File: src/sv/bcpd_pkg.sv
`timescale 1ns / 1ps
// Shared types and constants for the battery-compensated PWM drive.
// No dependencies; imported by battery_compensated_pwm_drive.

package bcpd_pkg;

	// Item operation codes.
	typedef enum logic [1:0] {
		OP_SET    = 2'd0,
		OP_OFF    = 2'd1,
		OP_SAMPLE = 2'd2,
		OP_TICK   = 2'd3
	} op_t;

	// Configuration register indexes.
	typedef enum logic [1:0] {
		CFG_PWM_MAX    = 2'd0,
		CFG_VOTE_LIMIT = 2'd1,
		CFG_BAND_ABOVE = 2'd2,
		CFG_BAND_BELOW = 2'd3
	} cfg_idx_t;

	// Fixed field widths.
	localparam int LEVEL_W = 11;
	localparam int VOTE_W  = 6;
	localparam int BAND_W  = 8;
	localparam int CMP_W   = 9;
	localparam int CFG_W   = 11;

	// Register reset values.
	localparam logic [LEVEL_W-1:0] PWM_MAX_RST    = 11'd2040;
	localparam logic [VOTE_W-1:0]  VOTE_LIMIT_RST = 6'd20;
	localparam logic [BAND_W-1:0]  BAND_ABOVE_RST = 8'd5;
	localparam logic [BAND_W-1:0]  BAND_BELOW_RST = 8'd2;

	// Targets below this value bypass battery correction.
	localparam int SMALL_TARGET = 8;

endpackage

File: src/sv/battery_compensated_pwm_drive.sv
`timescale 1ns / 1ps
// Battery-compensated PWM LED drive: control, battery tracking and serial divider.
// Depends on bcpd_pkg.
//
// Usage: one input channel (in_valid / in_stall) carries op, target_level and
// battery_sample; every accepted item yields exactly one result on the output
// channel (out_valid / out_stall) holding compare_value and drive_level.
// A separate write channel (cfg_valid / cfg_ready, always ready) updates the
// four configuration registers; write them only while the block is idle.
// Set, off and tick items produce their result in the cycle after the transfer.
// A battery sample runs a tracking step, a band step, a restoring divider that
// yields TARGET_BITS quotient bits (one quotient bit per cycle), a saturation
// step and an output step; with the drive off or a small target it skips the
// band and divider steps, and with a zero divisor it skips the divider step.
// Only one item is in flight; the next item can be taken in the cycle after
// the result is loaded, so no new item is taken while a sample is processed.
// Reset clears all state, loads the register defaults and empties the output.
// When the receiver stalls, the result holds in the output register and the
// input is stalled until that result transfers.

module battery_compensated_pwm_drive #(
	parameter int SAMPLE_BITS = 10,
	parameter int TARGET_BITS = 24,
	parameter int DITHER_BITS = 3
) (
	input  logic                          clk,
	input  logic                          arst_n,
	// Input item channel
	input  logic                          in_valid,
	output logic                          in_stall,
	input  bcpd_pkg::op_t                 op,
	input  logic [TARGET_BITS-1:0]        target_level,
	input  logic [SAMPLE_BITS-1:0]        battery_sample,
	// Result channel
	output logic                          out_valid,
	input  logic                          out_stall,
	output logic [bcpd_pkg::CMP_W-1:0]    compare_value,
	output logic [bcpd_pkg::LEVEL_W-1:0]  drive_level,
	// Configuration write channel
	input  logic                          cfg_valid,
	output logic                          cfg_ready,
	input  bcpd_pkg::cfg_idx_t            cfg_index,
	input  logic [bcpd_pkg::CFG_W-1:0]    cfg_data
);
	import bcpd_pkg::*;

	localparam int CNT_W  = (TARGET_BITS > 1) ? $clog2(TARGET_BITS) : 1;
	localparam int VC_W   = VOTE_W + 1;
	localparam int VX_W   = VOTE_W + 2;
	localparam int BW     = ((SAMPLE_BITS > BAND_W) ? SAMPLE_BITS : BAND_W) + 1;
	localparam int REM_W  = SAMPLE_BITS + 1;

	typedef enum logic [2:0] {
		S_IDLE,
		S_TRACK,
		S_BAND,
		S_DIV,
		S_SAT,
		S_OUT
	} state_t;

	state_t                   state_q;

	// Configuration registers
	logic [LEVEL_W-1:0]       pwm_max_q;
	logic [VOTE_W-1:0]        vote_limit_q;
	logic [BAND_W-1:0]        band_above_q;
	logic [BAND_W-1:0]        band_below_q;

	// Drive state
	logic                     drive_on_q;
	logic [TARGET_BITS-1:0]   target_q;
	logic [SAMPLE_BITS-1:0]   tracked_q;
	logic signed [VC_W-1:0]   vote_q;
	logic [SAMPLE_BITS-1:0]   divisor_q;
	logic [LEVEL_W-1:0]       level_q;
	logic [DITHER_BITS-1:0]   phase_q;
	logic [SAMPLE_BITS-1:0]   sample_q;

	// Divider registers
	logic [SAMPLE_BITS-1:0]   rem_q;
	logic [TARGET_BITS-1:0]   quo_q;
	logic [CNT_W-1:0]         cnt_q;

	// Output register
	logic                     out_valid_q;
	logic [CMP_W-1:0]         cmp_q;
	logic [LEVEL_W-1:0]       drv_q;

	logic                     in_xfer;
	logic                     out_free;
	logic                     out_load;

	logic signed [VX_W-1:0]   vote_ext;
	logic signed [VX_W-1:0]   vote_lim;
	logic signed [VX_W-1:0]   vote_dn;
	logic signed [VX_W-1:0]   vote_up;
	logic [SAMPLE_BITS-1:0]   tracked_nx;
	logic signed [VC_W-1:0]   vote_nx;

	logic                     band_out;
	logic [SAMPLE_BITS-1:0]   divisor_nx;

	logic [REM_W-1:0]         rem_sh;
	logic [REM_W-1:0]         rem_diff;
	logic                     quo_bit;
	logic [SAMPLE_BITS-1:0]   rem_nx;

	logic [LEVEL_W-1:0]       level_sat;
	logic [DITHER_BITS-1:0]   phase_inc;
	logic [CMP_W-1:0]         level_hi;
	logic                     dither_hit;

	assign in_xfer   = in_valid && !in_stall;
	assign out_free  = !out_valid_q || !out_stall;
	assign in_stall  = (state_q != S_IDLE) || !out_free;
	assign cfg_ready = 1'b1;

	// A new result enters the output register this cycle.
	assign out_load  = (state_q == S_IDLE && in_xfer && op != OP_SAMPLE) ||
	                   (state_q == S_OUT && out_free);

	assign out_valid     = out_valid_q;
	assign compare_value = cmp_q;
	assign drive_level   = drv_q;

	// Vote counting and single-step tracking of the battery value.
	always_comb begin
		vote_ext   = VX_W'(vote_q);
		vote_lim   = signed'(VX_W'(vote_limit_q));
		vote_dn    = vote_ext - VX_W'(1);
		vote_up    = vote_ext + VX_W'(1);
		tracked_nx = tracked_q;
		vote_nx    = vote_q;
		if (tracked_q > sample_q) begin
			if (vote_dn < -vote_lim) begin
				tracked_nx = tracked_q - SAMPLE_BITS'(1);
				vote_nx    = '0;
			end else begin
				vote_nx = vote_dn[VC_W-1:0];
			end
		end else if (tracked_q < sample_q) begin
			if (vote_up > vote_lim) begin
				tracked_nx = tracked_q + SAMPLE_BITS'(1);
				vote_nx    = '0;
			end else begin
				vote_nx = vote_up[VC_W-1:0];
			end
		end
	end

	// Divisor reloads when the tracked value leaves the band around it.
	always_comb begin
		band_out = (BW'(tracked_q) > BW'(divisor_q) + BW'(band_above_q)) ||
		           (BW'(tracked_q) + BW'(band_below_q) < BW'(divisor_q));
		divisor_nx = band_out ? tracked_q : divisor_q;
	end

	// One restoring division step per cycle.
	always_comb begin
		rem_sh   = {rem_q, quo_q[TARGET_BITS-1]};
		rem_diff = rem_sh - REM_W'(divisor_q);
		quo_bit  = rem_sh >= REM_W'(divisor_q);
		rem_nx   = quo_bit ? rem_diff[SAMPLE_BITS-1:0] : rem_sh[SAMPLE_BITS-1:0];
	end

	// Saturation and dithered compare value.
	always_comb begin
		level_sat  = (quo_q > TARGET_BITS'(pwm_max_q)) ? pwm_max_q : quo_q[LEVEL_W-1:0];
		phase_inc  = phase_q + DITHER_BITS'(1);
		level_hi   = CMP_W'(level_q >> DITHER_BITS);
		dither_hit = phase_inc < level_q[DITHER_BITS-1:0];
	end

	// Sequencer, state and output register.
	always_ff @(posedge clk or negedge arst_n) begin
		if (!arst_n) begin
			state_q      <= S_IDLE;
			pwm_max_q    <= PWM_MAX_RST;
			vote_limit_q <= VOTE_LIMIT_RST;
			band_above_q <= BAND_ABOVE_RST;
			band_below_q <= BAND_BELOW_RST;
			drive_on_q   <= 1'b0;
			target_q     <= '0;
			tracked_q    <= '0;
			vote_q       <= '0;
			divisor_q    <= '0;
			level_q      <= '0;
			phase_q      <= '0;
			sample_q     <= '0;
			rem_q        <= '0;
			quo_q        <= '0;
			cnt_q        <= '0;
			out_valid_q  <= 1'b0;
			cmp_q        <= '0;
			drv_q        <= '0;
		end else begin
			// Configuration writes
			if (cfg_valid) begin
				unique case (cfg_index)
					CFG_PWM_MAX:    pwm_max_q    <= cfg_data[LEVEL_W-1:0];
					CFG_VOTE_LIMIT: vote_limit_q <= cfg_data[VOTE_W-1:0];
					CFG_BAND_ABOVE: band_above_q <= cfg_data[BAND_W-1:0];
					CFG_BAND_BELOW: band_below_q <= cfg_data[BAND_W-1:0];
					default:        ;
				endcase
			end

			if (out_valid_q && !out_stall && !out_load) begin
				out_valid_q <= 1'b0;
			end

			unique case (state_q)
				S_IDLE: begin
					if (in_xfer) begin
						unique case (op)
							OP_SET: begin
								target_q   <= target_level;
								tracked_q  <= battery_sample;
								drive_on_q <= 1'b1;
							end
							OP_OFF: begin
								drive_on_q <= 1'b0;
							end
							OP_SAMPLE: begin
								sample_q <= battery_sample;
								state_q  <= S_TRACK;
							end
							OP_TICK: begin
								phase_q <= phase_inc;
							end
							default: ;
						endcase
						// Set, off and tick items answer at once; level is unchanged.
						if (op != OP_SAMPLE) begin
							out_valid_q <= 1'b1;
							cmp_q       <= level_hi + CMP_W'(op == OP_TICK && dither_hit);
							drv_q       <= level_q;
						end
					end
				end
				S_TRACK: begin
					if (!drive_on_q) begin
						quo_q   <= '0;
						state_q <= S_SAT;
					end else if (target_q < TARGET_BITS'(SMALL_TARGET)) begin
						quo_q   <= target_q;
						state_q <= S_SAT;
					end else begin
						tracked_q <= tracked_nx;
						vote_q    <= vote_nx;
						state_q   <= S_BAND;
					end
				end
				S_BAND: begin
					divisor_q <= divisor_nx;
					if (divisor_nx == '0) begin
						quo_q   <= '0;
						state_q <= S_SAT;
					end else begin
						rem_q   <= '0;
						quo_q   <= target_q;
						cnt_q   <= CNT_W'(TARGET_BITS - 1);
						state_q <= S_DIV;
					end
				end
				S_DIV: begin
					rem_q <= rem_nx;
					quo_q <= {quo_q[TARGET_BITS-2:0], quo_bit};
					if (cnt_q == '0) begin
						state_q <= S_SAT;
					end else begin
						cnt_q <= cnt_q - CNT_W'(1);
					end
				end
				S_SAT: begin
					level_q <= level_sat;
					state_q <= S_OUT;
				end
				S_OUT: begin
					if (out_free) begin
						out_valid_q <= 1'b1;
						cmp_q       <= level_hi;
						drv_q       <= level_q;
						state_q     <= S_IDLE;
					end
				end
				default: state_q <= S_IDLE;
			endcase
		end
	end

	// The partial remainder always stays below the divisor.
	a_rem_below_div: assert property (@(posedge clk) disable iff (!arst_n)
		state_q == S_DIV |-> rem_q < divisor_q)
		else $error("divider remainder reached the divisor");

	// The divider never runs on a zero divisor.
	a_div_nonzero: assert property (@(posedge clk) disable iff (!arst_n)
		state_q == S_DIV |-> divisor_q != '0)
		else $error("divider started with zero divisor");

	// A sample transfer starts the tracking sequence.
	a_sample_starts: assert property (@(posedge clk) disable iff (!arst_n)
		in_xfer && op == OP_SAMPLE |=> state_q == S_TRACK)
		else $error("sample transfer did not start the sequence");

	// After the saturation step the input is stalled.
	a_sample_result: assert property (@(posedge clk) disable iff (!arst_n)
		state_q == S_SAT |=> !in_stall == 1'b0)
		else $error("input taken while a sample result is pending");

endmodule

File: config.mk
export PLATFORM = sky130hd
export DESIGN_NAME = battery_compensated_pwm_drive
export DESIGN_NICKNAME = d
export VERILOG_FILES = /design/src/sv/bcpd_pkg.sv /design/src/sv/battery_compensated_pwm_drive.sv
export SDC_FILE = /design/constraint.sdc
export NUM_CORES = 1
export LEC_CHECK = 0
export BUFFER_PORTS_ARGS = -buffer_cell sky130_fd_sc_hd__buf_2
export CAP_MARGIN = 20
export CORE_MARGIN = 2
export CORE_UTILIZATION = 40
export DETAILED_ROUTE_END_ITERATION = 10
export SLEW_MARGIN = 20
export SYNTH_ARGS = -nofsm -noshare
export SYNTH_HDL_FRONTEND = slang
export SYNTH_SLANG_ARGS = --single-unit
File: constraint.sdc
create_clock -name clk -period 9 [get_ports clk]
set_input_delay 1.8 -clock clk [delete_from_list [all_inputs] [get_ports clk]]
set_output_delay 1.8 -clock clk [all_outputs]
set_load 0.01 [all_outputs]
==> results of run 1 <==
==> kinds of logic after synthesis <==
| kind of cell | synth area share, % |
|---|---|
| xor gates and xnor gates | 4.45 |
| other | 0.0353 |
| muxes | 9.53 |
| adders and majority gates | 12.2 |
| DFF | 40.6 |
| AOI/OAI and AO/OA | 15.0 |
| and+or+nand+nor | 14.0 |
| buffers and inverters | 4.26 |
==> area by class of cell <==
class                           instances  area, sq um  area share (%)
Timing Repair Buffer                   81          427            3.59
Multi-Input combinational cell        796         5890            49.5
Clock buffer                           17          425            3.58
Tap cell                              335          419            3.52
Sequential cell                       172         4320            36.3
Clock inverter                         14          148            1.24
Inverter                               71          267            2.24
==> per-layer routing <==
metal | GRT usage (%) | share of wire, % | up-vias
li1 | - | - | 4005
met5 | 0 | 0 | -
met2 | 27.8 | 44 | 146
met1 | 26.9 | 50 | 3873
met3 | 2.73 | 3.8 | 33
met4 | 5.25 | 2.1 | 0
==> cell usage after synthesis, types with 4 or more instances <==
library cell	count	area (sq um)
sky130_fd_sc_hd__a22oi_1	21	158
sky130_fd_sc_hd__fa_1	4	80.1
sky130_fd_sc_hd__o211ai_1	4	30.0
sky130_fd_sc_hd__nand3b_1	4	30.0
sky130_fd_sc_hd__o22ai_1	17	106
sky130_fd_sc_hd__mux2i_1	18	180
sky130_fd_sc_hd__nand4_1	8	50.1
sky130_fd_sc_hd__dfrtp_1	159	3980
sky130_fd_sc_hd__nor2b_1	17	106
sky130_fd_sc_hd__inv_1	70	263
sky130_fd_sc_hd__o21ai_0	73	365
sky130_fd_sc_hd__buf_6	5	56.3
sky130_fd_sc_hd__o31ai_1	4	30.0
sky130_fd_sc_hd__o21a_1	6	45.0
sky130_fd_sc_hd__a21o_1	18	135
sky130_fd_sc_hd__a31oi_1	6	37.5
sky130_fd_sc_hd__nor4_1	15	93.8
sky130_fd_sc_hd__nand2b_1	12	75.1
sky130_fd_sc_hd__nor3_1	19	95.1
sky130_fd_sc_hd__nand2_1	115	432
sky130_fd_sc_hd__nor3b_1	4	30.0
sky130_fd_sc_hd__nor2_1	51	191
sky130_fd_sc_hd__nand3_1	26	130
sky130_fd_sc_hd__buf_2	11	55.1
sky130_fd_sc_hd__clkbuf_1	18	67.6
sky130_fd_sc_hd__mux2_2	74	833
sky130_fd_sc_hd__a21oi_1	61	305
sky130_fd_sc_hd__xor2_1	20	175
sky130_fd_sc_hd__ha_1	97	1210
sky130_fd_sc_hd__dfstp_2	13	342
sky130_fd_sc_hd__a211oi_1	6	45.0
sky130_fd_sc_hd__xnor2_1	34	298
==> state kept, by name, summed over array words and instances, names as in the netlist, 7 cells and up <==
| name | cells |
|---|---|
| drive_level | 11 |
| band_above_q | 8 |
| compare_value | 9 |
| rem_q | 10 |
| tracked_q | 10 |
| divisor_q | 10 |
| level_q | 11 |
| pwm_max_q | 11 |
| band_below_q | 8 |
| quo_q | 24 |
| vote_q | 7 |
| target_q | 24 |
| sample_q | 10 |
==> worst min path at each step <==
stage | from | slack (ns) | depth (start not counted) | to
floorplan | level_q[1]$_DFFE_PN0P_ | 0.45 | 2 | level_q[1]$_DFFE_PN0P_
global placement | compare_value[0]$_DFFE_PN0P_ | 0.46 | 2 | compare_value[0]$_DFFE_PN0P_
detailed placement | compare_value[7]$_DFFE_PN0P_ | 0.47 | 2 | compare_value[7]$_DFFE_PN0P_
CTS | compare_value[7]$_DFFE_PN0P_ | 0.48 | 2 | compare_value[7]$_DFFE_PN0P_
global route | compare_value[0]$_DFFE_PN0P_ | 0.51 | 2 | compare_value[0]$_DFFE_PN0P_
finish | drive_level[2]$_DFFE_PN0P_ | 0.48 | 2 | drive_level[2]$_DFFE_PN0P_
==> critical path: cells and delay by family (launching register included) <==
| kind | cells | cell delay, ns |
|---|---|---|
| xor gates and xnor gates | 1 | 0.13 |
| AOI/OAI and AO/OA | 11 | 2.68 |
| adders and majority gates | 2 | 0.62 |
| and+or+nand+nor | 4 | 0.69 |
| DFF | 1 | 0.48 |
==> power by group through the flow <==
stage / registers, mW / logic [mW] / clock network (mW)
6_report: 1.35 / 2.41 / 0.728
5_1_grt: 1.39 / 2.75 / 0.778
3_5_place_dp: 1.36 / 2.39 / 0
4_1_cts: 1.34 / 2.41 / 0.747
3_3_place_gp: 1.35 / 2.34 / 0
2_1_floorplan: 1.25 / 1.93 / 0
==> out/summary.txt, run 1 <==
==========================================================================================
Status                                                                        complete, no violations
Worst-case setup slack after placement                                             4.31 ns
Final instance count without filler cells                                             1486
Clock share of power                                                                 16.2%
Fraction of the cycle the final worst path needs                                     52.1%
Largest fanout of any net on the critical path                                          28
Min-Delay Path Class                                                          flip-flop to flip-flop
Number of buffers on the longest clock path                                              2
Die ar.                                                                        27900 sq um
Syn Inst Count                                                                        1074
Routability Congestion                                                               0.882
Crit end category                                                                flip-flop
Logic gate share of total power                                                      53.7%
HPWL reported at the end of detailed placement                                     18.6 mm
Critical register-to-register path startpoint                                 divisor_q[1]$_DFFE_PN0P_
Core Footprint                                                                 26100 sq um
Reg power frac                                                                       30.1%
Util after Layout                                                                    45.6%
Most common cell after layout, fill and taps aside                            sky130_fd_sc_hd__dfrtp_1
Final hold viol count                                                                    0
Flop-to-flop setup slack                                                           4.31 ns
Pleak                                                                              5.55 nW
Net switching power of the design                                                  1.99 mW
Total via count after detailed routing                                                8057
Leading cell types in the layout, fill and taps excluded                      159 x sky130_fd_sc_hd__dfrtp_1, 115 x sky130_fd_sc_hd__nand2_1, 97 x sky130_fd_sc_hd__ha_1, 74 x sky130_fd_sc_hd__mux2_2, 74 x sky130_fd_sc_hd__buf_2
Clock Tree Root                                                               sky130_fd_sc_hd__clkbuf_16
Worst slack on hold paths                                                         0.475 ns
Antenna diode count                                                                      0
Largest net degree at the start of global routing                                       68
Area growth syn-to-layout                                                            11.8%
Starting utilization of the core area                                                40.8%
Number of nets produced by synthesis                                                  1229
DR pass1 iterations                                                                      5
Total of cells resized after clock tree synthesis                                        0
Fin. max-slew vios                                                                       0
Synthesized cell area                                                          10600 sq um
Number of fillers in the final layout                                                 2504
Sequential element share of the synthesized area                                     40.6%
Site Rows                                                                               59
I/O pins                                                                                77
Via/cell ratio                                                                        5.42
Fin Clk Skew                                                                     0.0150 ns
Flop and latch count out of synthesis                                                  172
Finished layout cell area                                                      11900 sq um
R2R Path End                                                                  quo_q[0]$_DFFE_PN0P_
Wire length of the first global-routing pass                                       41.1 mm
Remaining max-slew budget at the tightest pin                                        39.8%
Unrepaired setup endpoints after global routing                                         no
Switching Share                                                                      44.3%
Top_reg_cell synth                                                            sky130_fd_sc_hd__dfrtp_1
Post-synthesis cell type count                                                          75
Transition time at the pin with the least slew margin                             0.902 ns
Time the final worst path needs with I/O delays and setup                          4.69 ns
TritonCTS buffer count                                                                  17
Buffer count from post-CTS setup fixing                                                  0
Number of DRC violations after detailed routing                                          0
Avg Inst Size Synth                                                             9.90 sq um
Number of antenna violations at the first check in global routing                        0
Number of H-tree branching levels                                                        4
CTS tree                                                                             built
Clock edge transition at the registers on the reported setup and hold paths        0.07 ns
Timing startpoint of the critical path                                        divisor_q[1]$_DFFE_PN0P_
Highest clock rate                                                                 213 MHz
Arrival @ worst endpoint                                                           5.01 ns
Cell total after placement                                                            1455
Final critical-path setup slack                                                    4.31 ns
Sink Count                                                                             172
Dpl cell area                                                                  11300 sq um
Number of global-route vias before repair                                             7651
Internal power component                                                           2.50 mW
Port Buf Inserts                                                                        75
Overall power after layout                                                         4.48 mW
Critical-path cell with the highest stage delay                               sky130_fd_sc_hd__o211a_1
Nature of the critical path startpoint                                           flip-flop
Number of failing setup endpoints in the final timing report                             0
Clock network latency to the later pin of the worst-skew pair                      0.44 ns
NumNets Final                                                                         1294
Critical path destination                                                     quo_q[0]$_DFFE_PN0P_
Total number of yosys warnings                                                           0
Fraction of layout instances using a drive strength above 1                          19.1%
WL per Instance                                                                    16.7 um
Total of max-cap violations                                                              0
IR drop worst, VDD                                                                  210 uV
Worst endpoint required time                                                       9.32 ns
Setup tns final                                                                       0 ns
Hold buffers post-CTS                                                                    0
Cell Pwr Density                                                               377 nW/um^2
Register-to-Register Path Depth                                                         18
Critical path type                                                            flip-flop to flip-flop
Final wirelength                                                                   24.8 mm
Critical Path Max Stage Delay                                                      0.60 ns
Count of flip-flops with a built-in enable after synthesis                               0
Height of the die                                                                   167 um
Horiz. Die Dim                                                                      167 um
Global-route congestion overflow total                                                   0
Post-DRT Antenna Nets                                                                    0
Count of routing violations after the opening detailed-route iteration                 515
Global router's overall resource usage                                               18.2%
Proportion of register bits with asynchronous set or reset after synthesis            100%
List of cells traversed by the critical path                                  ha_1 > a21o_1 > a21oi_1 > nor2b_1 > o21a_1 > o21ai_0 > nand2b_1 > a21o_1 > xnor2_1 > ha_1 > nand3_1 > o22ai_1 > or3b_1 > o21ai_0 > o21ai_1 > o211a_1 > o32a_1 > o22a_1
==========================================================================================
No activity file was read; power rests on OpenSTA's default activity.
==> run 2, diff against run 1 <==
- ABC_AREA: default -> 1
- clock period: 9 -> 4.2 ns (I/O delays scaled with it)
==> run 2 against run 1 <==
Net effect:
- power grew 140%
- routed wire length up 11%
- cell area grew 3.7%
- combinational power grew to 2.6 times the previous value
- hold slack lost 0.017 ns
- area after synthesis grew 0.94%
- count of clock-buffer cells in the layout stayed put
- critical path type unchanged
- critical endpoint is now quo_q[1]$_DFFE_PN0P_
==> out/summary.txt, run 2 <==
==========================================================================================
Fraction of layout instances using a drive strength above 1                          15.0%
Proportion of register bits with asynchronous set or reset after synthesis            100%
Clock Tree Root                                                               sky130_fd_sc_hd__clkbuf_16
Fin. max-slew vios                                                                       0
Total of max-cap violations                                                              0
Number of DRC violations after detailed routing                                          0
Synthesized cell area                                                          10700 sq um
Global router's overall resource usage                                               19.6%
Setup tns final                                                                       0 ns
Avg Inst Size Synth                                                             8.19 sq um
CTS tree                                                                             built
Area fraction of the dominant cell type after synthesis                              37.1%
Critical Path Max Stage Delay                                                      0.56 ns
HPWL reported at the end of detailed placement                                     20.3 mm
Number of buffers on the longest clock path                                              2
Fin Clk Skew                                                                     0.0145 ns
Reg power frac                                                                       27.2%
Net switching power of the design                                                  5.22 mW
Count of flip-flops with a built-in enable after synthesis                               0
Footprint of the multi-input gates                                              5780 sq um
Number of nets produced by synthesis                                                  1465
Fraction of the cycle the final worst path needs                                     94.1%
Remaining max-slew budget at the tightest pin                                        39.3%
Number of H-tree branching levels                                                        4
Sink Count                                                                             172
Worst endpoint required time                                                       4.53 ns
Logic gate share of total power                                                      57.5%
Top_reg_cell synth                                                            sky130_fd_sc_hd__dfrtp_1
DR pass1 iterations                                                                      5
Hold buffers post-CTS                                                                    0
Final instance count without filler cells                                             1748
Final hold viol count                                                                    0
Registers with the most flip-flops                                            quo_q x24, target_q x24
Die ar.                                                                        28200 sq um
Post-synthesis cell type count                                                          51
Most common cell after layout, fill and taps aside                            sky130_fd_sc_hd__nand2_1
Most used standard cells in the synthesized netlist                           314 x sky130_fd_sc_hd__nand2_1, 159 x sky130_fd_sc_hd__dfrtp_1, 154 x sky130_fd_sc_hd__inv_1
Critical register-to-register path startpoint                                 band_above_q[2]$_DFFE_PN1P_
Sequential element share of the synthesized area                                     40.2%
Worst slack on hold paths                                                         0.458 ns
Most numerous cell in the Yosys netlist                                       sky130_fd_sc_hd__nand2_1
Footprint of the flip-flops and latches                                         4320 sq um
Height of the die                                                                   168 um
Horiz. Die Dim                                                                      168 um
I/O pins                                                                                77
Clock share of power                                                                 15.3%
Starting utilization of the core area                                                41.0%
Status                                                                        complete, no violations
Total number of yosys warnings                                                           0
Cell total after placement                                                            1704
Via/cell ratio                                                                        5.20
Time the final worst path needs with I/O delays and setup                          3.95 ns
Dpl cell area                                                                  11500 sq um
Arrival @ worst endpoint                                                           4.28 ns
Wire length of the first global-routing pass                                       44.4 mm
Flop and latch count out of synthesis                                                  172
Timing startpoint of the critical path                                        band_above_q[2]$_DFFE_PN1P_
Post-synthesis cell type with the largest combined area                       sky130_fd_sc_hd__dfrtp_1
Cell Pwr Density                                                               873 nW/um^2
Leading cell types in the layout, fill and taps excluded                      314 x sky130_fd_sc_hd__nand2_1, 159 x sky130_fd_sc_hd__dfrtp_1, 154 x sky130_fd_sc_hd__inv_1, 100 x sky130_fd_sc_hd__o21ai_0, 96 x sky130_fd_sc_hd__ha_1
Routability Congestion                                                               0.874
Total via count after detailed routing                                                9085
Number of fillers in the final layout                                                 2543
Final wirelength                                                                   27.5 mm
Pleak                                                                              6.19 nW
Util after Layout                                                                    47.1%
NumNets Final                                                                         1555
Area growth syn-to-layout                                                            14.9%
Syn Inst Count                                                                        1310
Switching Share                                                                      48.5%
Finished layout cell area                                                      12300 sq um
Largest net degree at the start of global routing                                       93
Post-DRT Antenna Nets                                                                    0
Number of global-route vias before repair                                             8695
Largest cells by area after synthesis                                         sky130_fd_sc_hd__dfrtp_1 37%, sky130_fd_sc_hd__ha_1 11%, sky130_fd_sc_hd__nand2_1 11%
Number of antenna violations at the first check in global routing                        0
Largest fanout of any net on the critical path                                           7
Transition time at the pin with the least slew margin                             0.911 ns
Port Buf Inserts                                                                        75
Count of routing violations after the opening detailed-route iteration                 808
Internal power component                                                           5.54 mW
Global-route congestion overflow total                                                   0
Min-Delay Path Class                                                          input port to asynchronous set/reset pin
Core Footprint                                                                 26200 sq um
Antenna diode count                                                                      0
IR drop worst, VDD                                                                  326 uV
Highest clock rate                                                                 253 MHz
Crit end category                                                                flip-flop
WL per Instance                                                                    15.7 um
Critical-path cell with the highest stage delay                               sky130_fd_sc_hd__dfstp_2
Number of failing setup endpoints in the final timing report                             0
Site Rows                                                                               59
Clock network latency to the later pin of the worst-skew pair                      0.44 ns
Clock edge transition at the registers on the reported setup and hold paths        0.08 ns
Worst path most repeated cell                                                 sky130_fd_sc_hd__nand2_1
Critical path type                                                            flip-flop to flip-flop
Nature of the critical path startpoint                                           flip-flop
TritonCTS buffer count                                                                  17
==========================================================================================
[run 2: critical path: cells and delay by family, from the launching register on]
family / cells / cell delay, ns
xor gates and xnor gates: 1 / 0.15
and+or+nand+nor: 16 / 1.50
AOI/OAI and AO/OA: 6 / 0.72
buffers and inverters: 3 / 0.41
adders and majority gates: 2 / 0.52
DFF: 1 / 0.56
[run 2: final cells by class]
class,instances,share of cell area (%)
multi-input combinational,951,46.8
sequential,172,35.0
timing repair buffer,102,4.90
inverter,156,4.75
clock buffer,17,3.45
tap,335,3.40
clock inverter,15,1.67
[run 2: what timing repair did]
item	CTS	global route
resized for setup	0	19
setup buffers	0	8
setup endpoints to repair	0	42
endpoints found under the hold margin	0	0
[run 2: final timing paths]
check                                              endpoint  slack (ns)  cells after the start
worst max-delay path                   quo_q[1]$_DFFE_PN0P_        0.25                     28
worst min-delay path                sample_q[6]$_DFFE_PN0P_        0.46                      1
worst max register to register         quo_q[1]$_DFFE_PN0P_        0.25                     28
worst min register to register      sample_q[7]$_DFFE_PN0P_        0.49                      2
max in group asynchronous       band_above_q[0]$_DFFE_PN1P_        2.77                      2
min in group clk                    sample_q[7]$_DFFE_PN0P_        0.49                      2
[run 2: per-layer routing]
metal,vias up,track usage [%],part of all wire [%],routed length (um)
li1,4563,-,-,-
met1,4331,27.8,49,13400
met2,181,31.6,46,12700
met3,10,3.60,4.5,1230
met4,0,3.93,0.64,176
met5,-,0,0,0
[run 2: power groups by stage]
stage / Clock [mW] / Sequential, mW / Combinational [mW]
floorplan: 0 / 2.76 / 4.51
global placement: 0 / 2.93 / 5.71
detailed placement: 0 / 2.94 / 5.84
CTS: 1.69 / 2.91 / 5.88
global route: 1.75 / 3.01 / 7.06
finish: 1.65 / 2.92 / 6.20
[run 2: cells by family (layout without fill, tap and decap cells)]
group | Yosys count | count (layout) | synth area share [%]
AO/OA/AOI/OAI | 245 | 246 | 12.9
XOR/XNOR | 51 | 51 | 4.16
adder cells (fa/ha/maj) | 101 | 101 | 12.1
buffers and inverters | 191 | 290 | 6.93
flip-flops | 172 | 172 | 40.2
multiplexers | 33 | 33 | 3.46
other | 1 | 1 | 0.0349
AND/OR/NAND/NOR | 516 | 519 | 20.2
[run 2: through the flow]
step	power, mW	setup slack [ns]
2_1_floorplan	7.27	0.589
3_3_place_gp	8.65	0.169
3_5_place_dp	8.79	0.0593
4_1_cts	10.5	0.0464
5_1_grt	11.8	-0.0200
6_report	10.8	0.249
==> run 3, diff against run 2 <==
- BUFFER_PORTS_ARGS: -buffer_cell sky130_fd_sc_hd__buf_2 -> default
- DONT_BUFFER_PORTS: default -> 1
==> run 3 against run 2 <==
Net effect:
- sequential cell count did not move
- routed wire length fell by 4.5%
- hold slack got worse by 0.37 ns
- first-iteration DRC count fell by 31%
- critical endpoint is now rem_q[0]$_DFFE_PN0P_
- maximum frequency rose by 1.1%
- highest routed layer unchanged
==> out/summary.txt, run 3 (synthesis gave the netlist of run 2 again) <==
==========================================================================================
Status                                                                        complete, no violations
Via/cell ratio                                                                        5.22
Util after Layout                                                                    45.1%
WL per Instance                                                                    15.8 um
Height of the die                                                                   168 um
Count of routing violations after the opening detailed-route iteration                 554
Number of H-tree branching levels                                                        4
DR pass1 iterations                                                                      4
Sink Count                                                                             172
Min-Delay Path Class                                                          input port to asynchronous set/reset pin
IR drop worst, VDD                                                                  300 uV
Global-route congestion overflow total                                                   0
Number of buffers on the longest clock path                                              2
Area growth syn-to-layout                                                            10.2%
Largest fanout of any net on the critical path                                          10
Dpl cell area                                                                  11100 sq um
Final instance count without filler cells                                             1662
Clock edge transition at the registers on the reported setup and hold paths        0.09 ns
Number of antenna violations at the first check in global routing                        0
Footprint of the flip-flops and latches                                         4320 sq um
Die ar.                                                                        28200 sq um
Total of max-cap violations                                                              0
Most common cell after layout, fill and taps aside                            sky130_fd_sc_hd__nand2_1
Cell total after placement                                                            1627
Cell Pwr Density                                                               880 nW/um^2
Largest net degree at the start of global routing                                      173
Routability Congestion                                                               0.885
Worst endpoint required time                                                       4.57 ns
Antenna diode count                                                                      0
Crit end category                                                                flip-flop
Number of fillers in the final layout                                                 2517
Clock network latency to the later pin of the worst-skew pair                      0.44 ns
Transition time at the pin with the least slew margin                              1.00 ns
Overall power after layout                                                         10.4 mW
Total via count after detailed routing                                                8673
Registers with the most flip-flops                                            quo_q x24, target_q x24
Horiz. Die Dim                                                                      168 um
Remaining max-slew budget at the tightest pin                                        33.0%
Nature of the critical path startpoint                                           flip-flop
Pleak                                                                              5.83 nW
Timing startpoint of the critical path                                        band_above_q[2]$_DFFE_PN1P_
Fraction of layout instances using a drive strength above 1                          9.50%
Port Buf Inserts                                                                         0
Fin Clk Skew                                                                     0.0202 ns
TritonCTS buffer count                                                                  17
Critical register-to-register path startpoint                                 band_above_q[2]$_DFFE_PN1P_
Starting utilization of the core area                                                41.0%
CTS tree                                                                             built
Number of DRC violations after detailed routing                                          0
Highest clock rate                                                                 256 MHz
Critical path type                                                            flip-flop to flip-flop
I/O pins                                                                                77
Fin. max-slew vios                                                                       0
Global router's overall resource usage                                               19.2%
Core Footprint                                                                 26200 sq um
Footprint of the multi-input gates                                              5730 sq um
Time the final worst path needs with I/O delays and setup                          3.91 ns
Fraction of the cycle the final worst path needs                                     93.0%
Post-DRT Antenna Nets                                                                    0
Number of global-route vias before repair                                             8378
Final hold viol count                                                                    0
Finished layout cell area                                                      11800 sq um
Number of failing setup endpoints in the final timing report                             0
Site Rows                                                                               59
HPWL reported at the end of detailed placement                                     19.7 mm
Leading cell types in the layout, fill and taps excluded                      314 x sky130_fd_sc_hd__nand2_1, 158 x sky130_fd_sc_hd__dfrtp_1, 154 x sky130_fd_sc_hd__inv_1, 102 x sky130_fd_sc_hd__o21ai_0, 96 x sky130_fd_sc_hd__ha_1
Arrival @ worst endpoint                                                           4.28 ns
Final wirelength                                                                   26.2 mm
Worst slack on hold paths                                                        0.0835 ns
Wire length of the first global-routing pass                                       43.8 mm
NumNets Final                                                                         1469
Clock Tree Root                                                               sky130_fd_sc_hd__clkbuf_16
==========================================================================================
[run 3: path summary, 6_finish.rpt]
path	cells after the start	slack [ns]	endpoint
worst max-delay path	26	0.29	rem_q[0]$_DFFE_PN0P_
worst min register to register	2	0.49	rem_q[9]$_DFFE_PN0P_
worst max register to register	26	0.29	rem_q[0]$_DFFE_PN0P_
min in group clk	2	0.49	rem_q[9]$_DFFE_PN0P_
max in group asynchronous	0	3.73	pwm_max_q[10]$_DFFE_PN1P_
worst min-delay path	0	0.08	sample_q[6]$_DFFE_PN0P_
[run 3: critical path, cell delays in order (launching register included)]
cell and delay, ns:
sky130_fd_sc_hd__dfstp_2 0.55, sky130_fd_sc_hd__ha_2 0.31, sky130_fd_sc_hd__a21oi_1 0.14, sky130_fd_sc_hd__nand2_1 0.09, sky130_fd_sc_hd__a21oi_1 0.15, sky130_fd_sc_hd__o21bai_1 0.12, sky130_fd_sc_hd__a21oi_1 0.17, sky130_fd_sc_hd__o21ai_2 0.08
sky130_fd_sc_hd__nand2_1 0.06, sky130_fd_sc_hd__a21oi_1 0.07, sky130_fd_sc_hd__xor2_1 0.15, sky130_fd_sc_hd__ha_1 0.30, sky130_fd_sc_hd__nand2_1 0.05, sky130_fd_sc_hd__inv_1 0.07, sky130_fd_sc_hd__nand4_1 0.09, sky130_fd_sc_hd__nor3_2 0.16
sky130_fd_sc_hd__nor2_2 0.07, sky130_fd_sc_hd__nand2_2 0.17, sky130_fd_sc_hd__nand2_4 0.10, sky130_fd_sc_hd__nand2_1 0.09, sky130_fd_sc_hd__o21ai_1 0.09, sky130_fd_sc_hd__nor2_2 0.16, sky130_fd_sc_hd__nand3_4 0.16, sky130_fd_sc_hd__o21ai_4 0.21
sky130_fd_sc_hd__buf_12 0.15, sky130_fd_sc_hd__nand2_1 0.06, sky130_fd_sc_hd__nand2_1 0.06
[run 3: timing repair]
item	in CTS	in global routing
setup buffers	0	1
hold buffers	0	0
gates resized for setup	0	11
setup endpoints to repair	0	42
[run 3: cell type report]
type | instances | share of cell area (%)
clock inverter | 15 | 1.74
inverter | 156 | 4.95
sequential | 172 | 36.5
timing repair buffer | 18 | 1.25
tap | 335 | 3.54
clock buffer | 17 | 3.60
multi-input combinational | 949 | 48.4
[run 3: stage by stage]
stage                     TNS (ns)  setup slack [ns]
after floorplan                  0             0.589
after detailed placement         0             0.178
after CTS                        0             0.144
after global placement           0             0.312
after global routing        -0.525           -0.0578
final                            0             0.293
[run 3: power breakdown]
part / switching (mW) / total, mW / internal (mW)
Sequential: 0.662 / 2.97 / 2.30
Combinational: 3.54 / 5.79 / 2.25
Clock: 0.831 / 1.65 / 0.822
Total: 5.03 / 10.4 / 5.37
[run 3: metal layers]
metal	routed length, um	part of all wire (%)	vias up	GRT usage (%)
li1	-	-	4376	-
met1	13000	50	4113	27.6
met2	11700	44	163	30.1
met3	1210	4.6	21	3.62
met4	357	1.4	0	4.84
met5	0	0	-	0
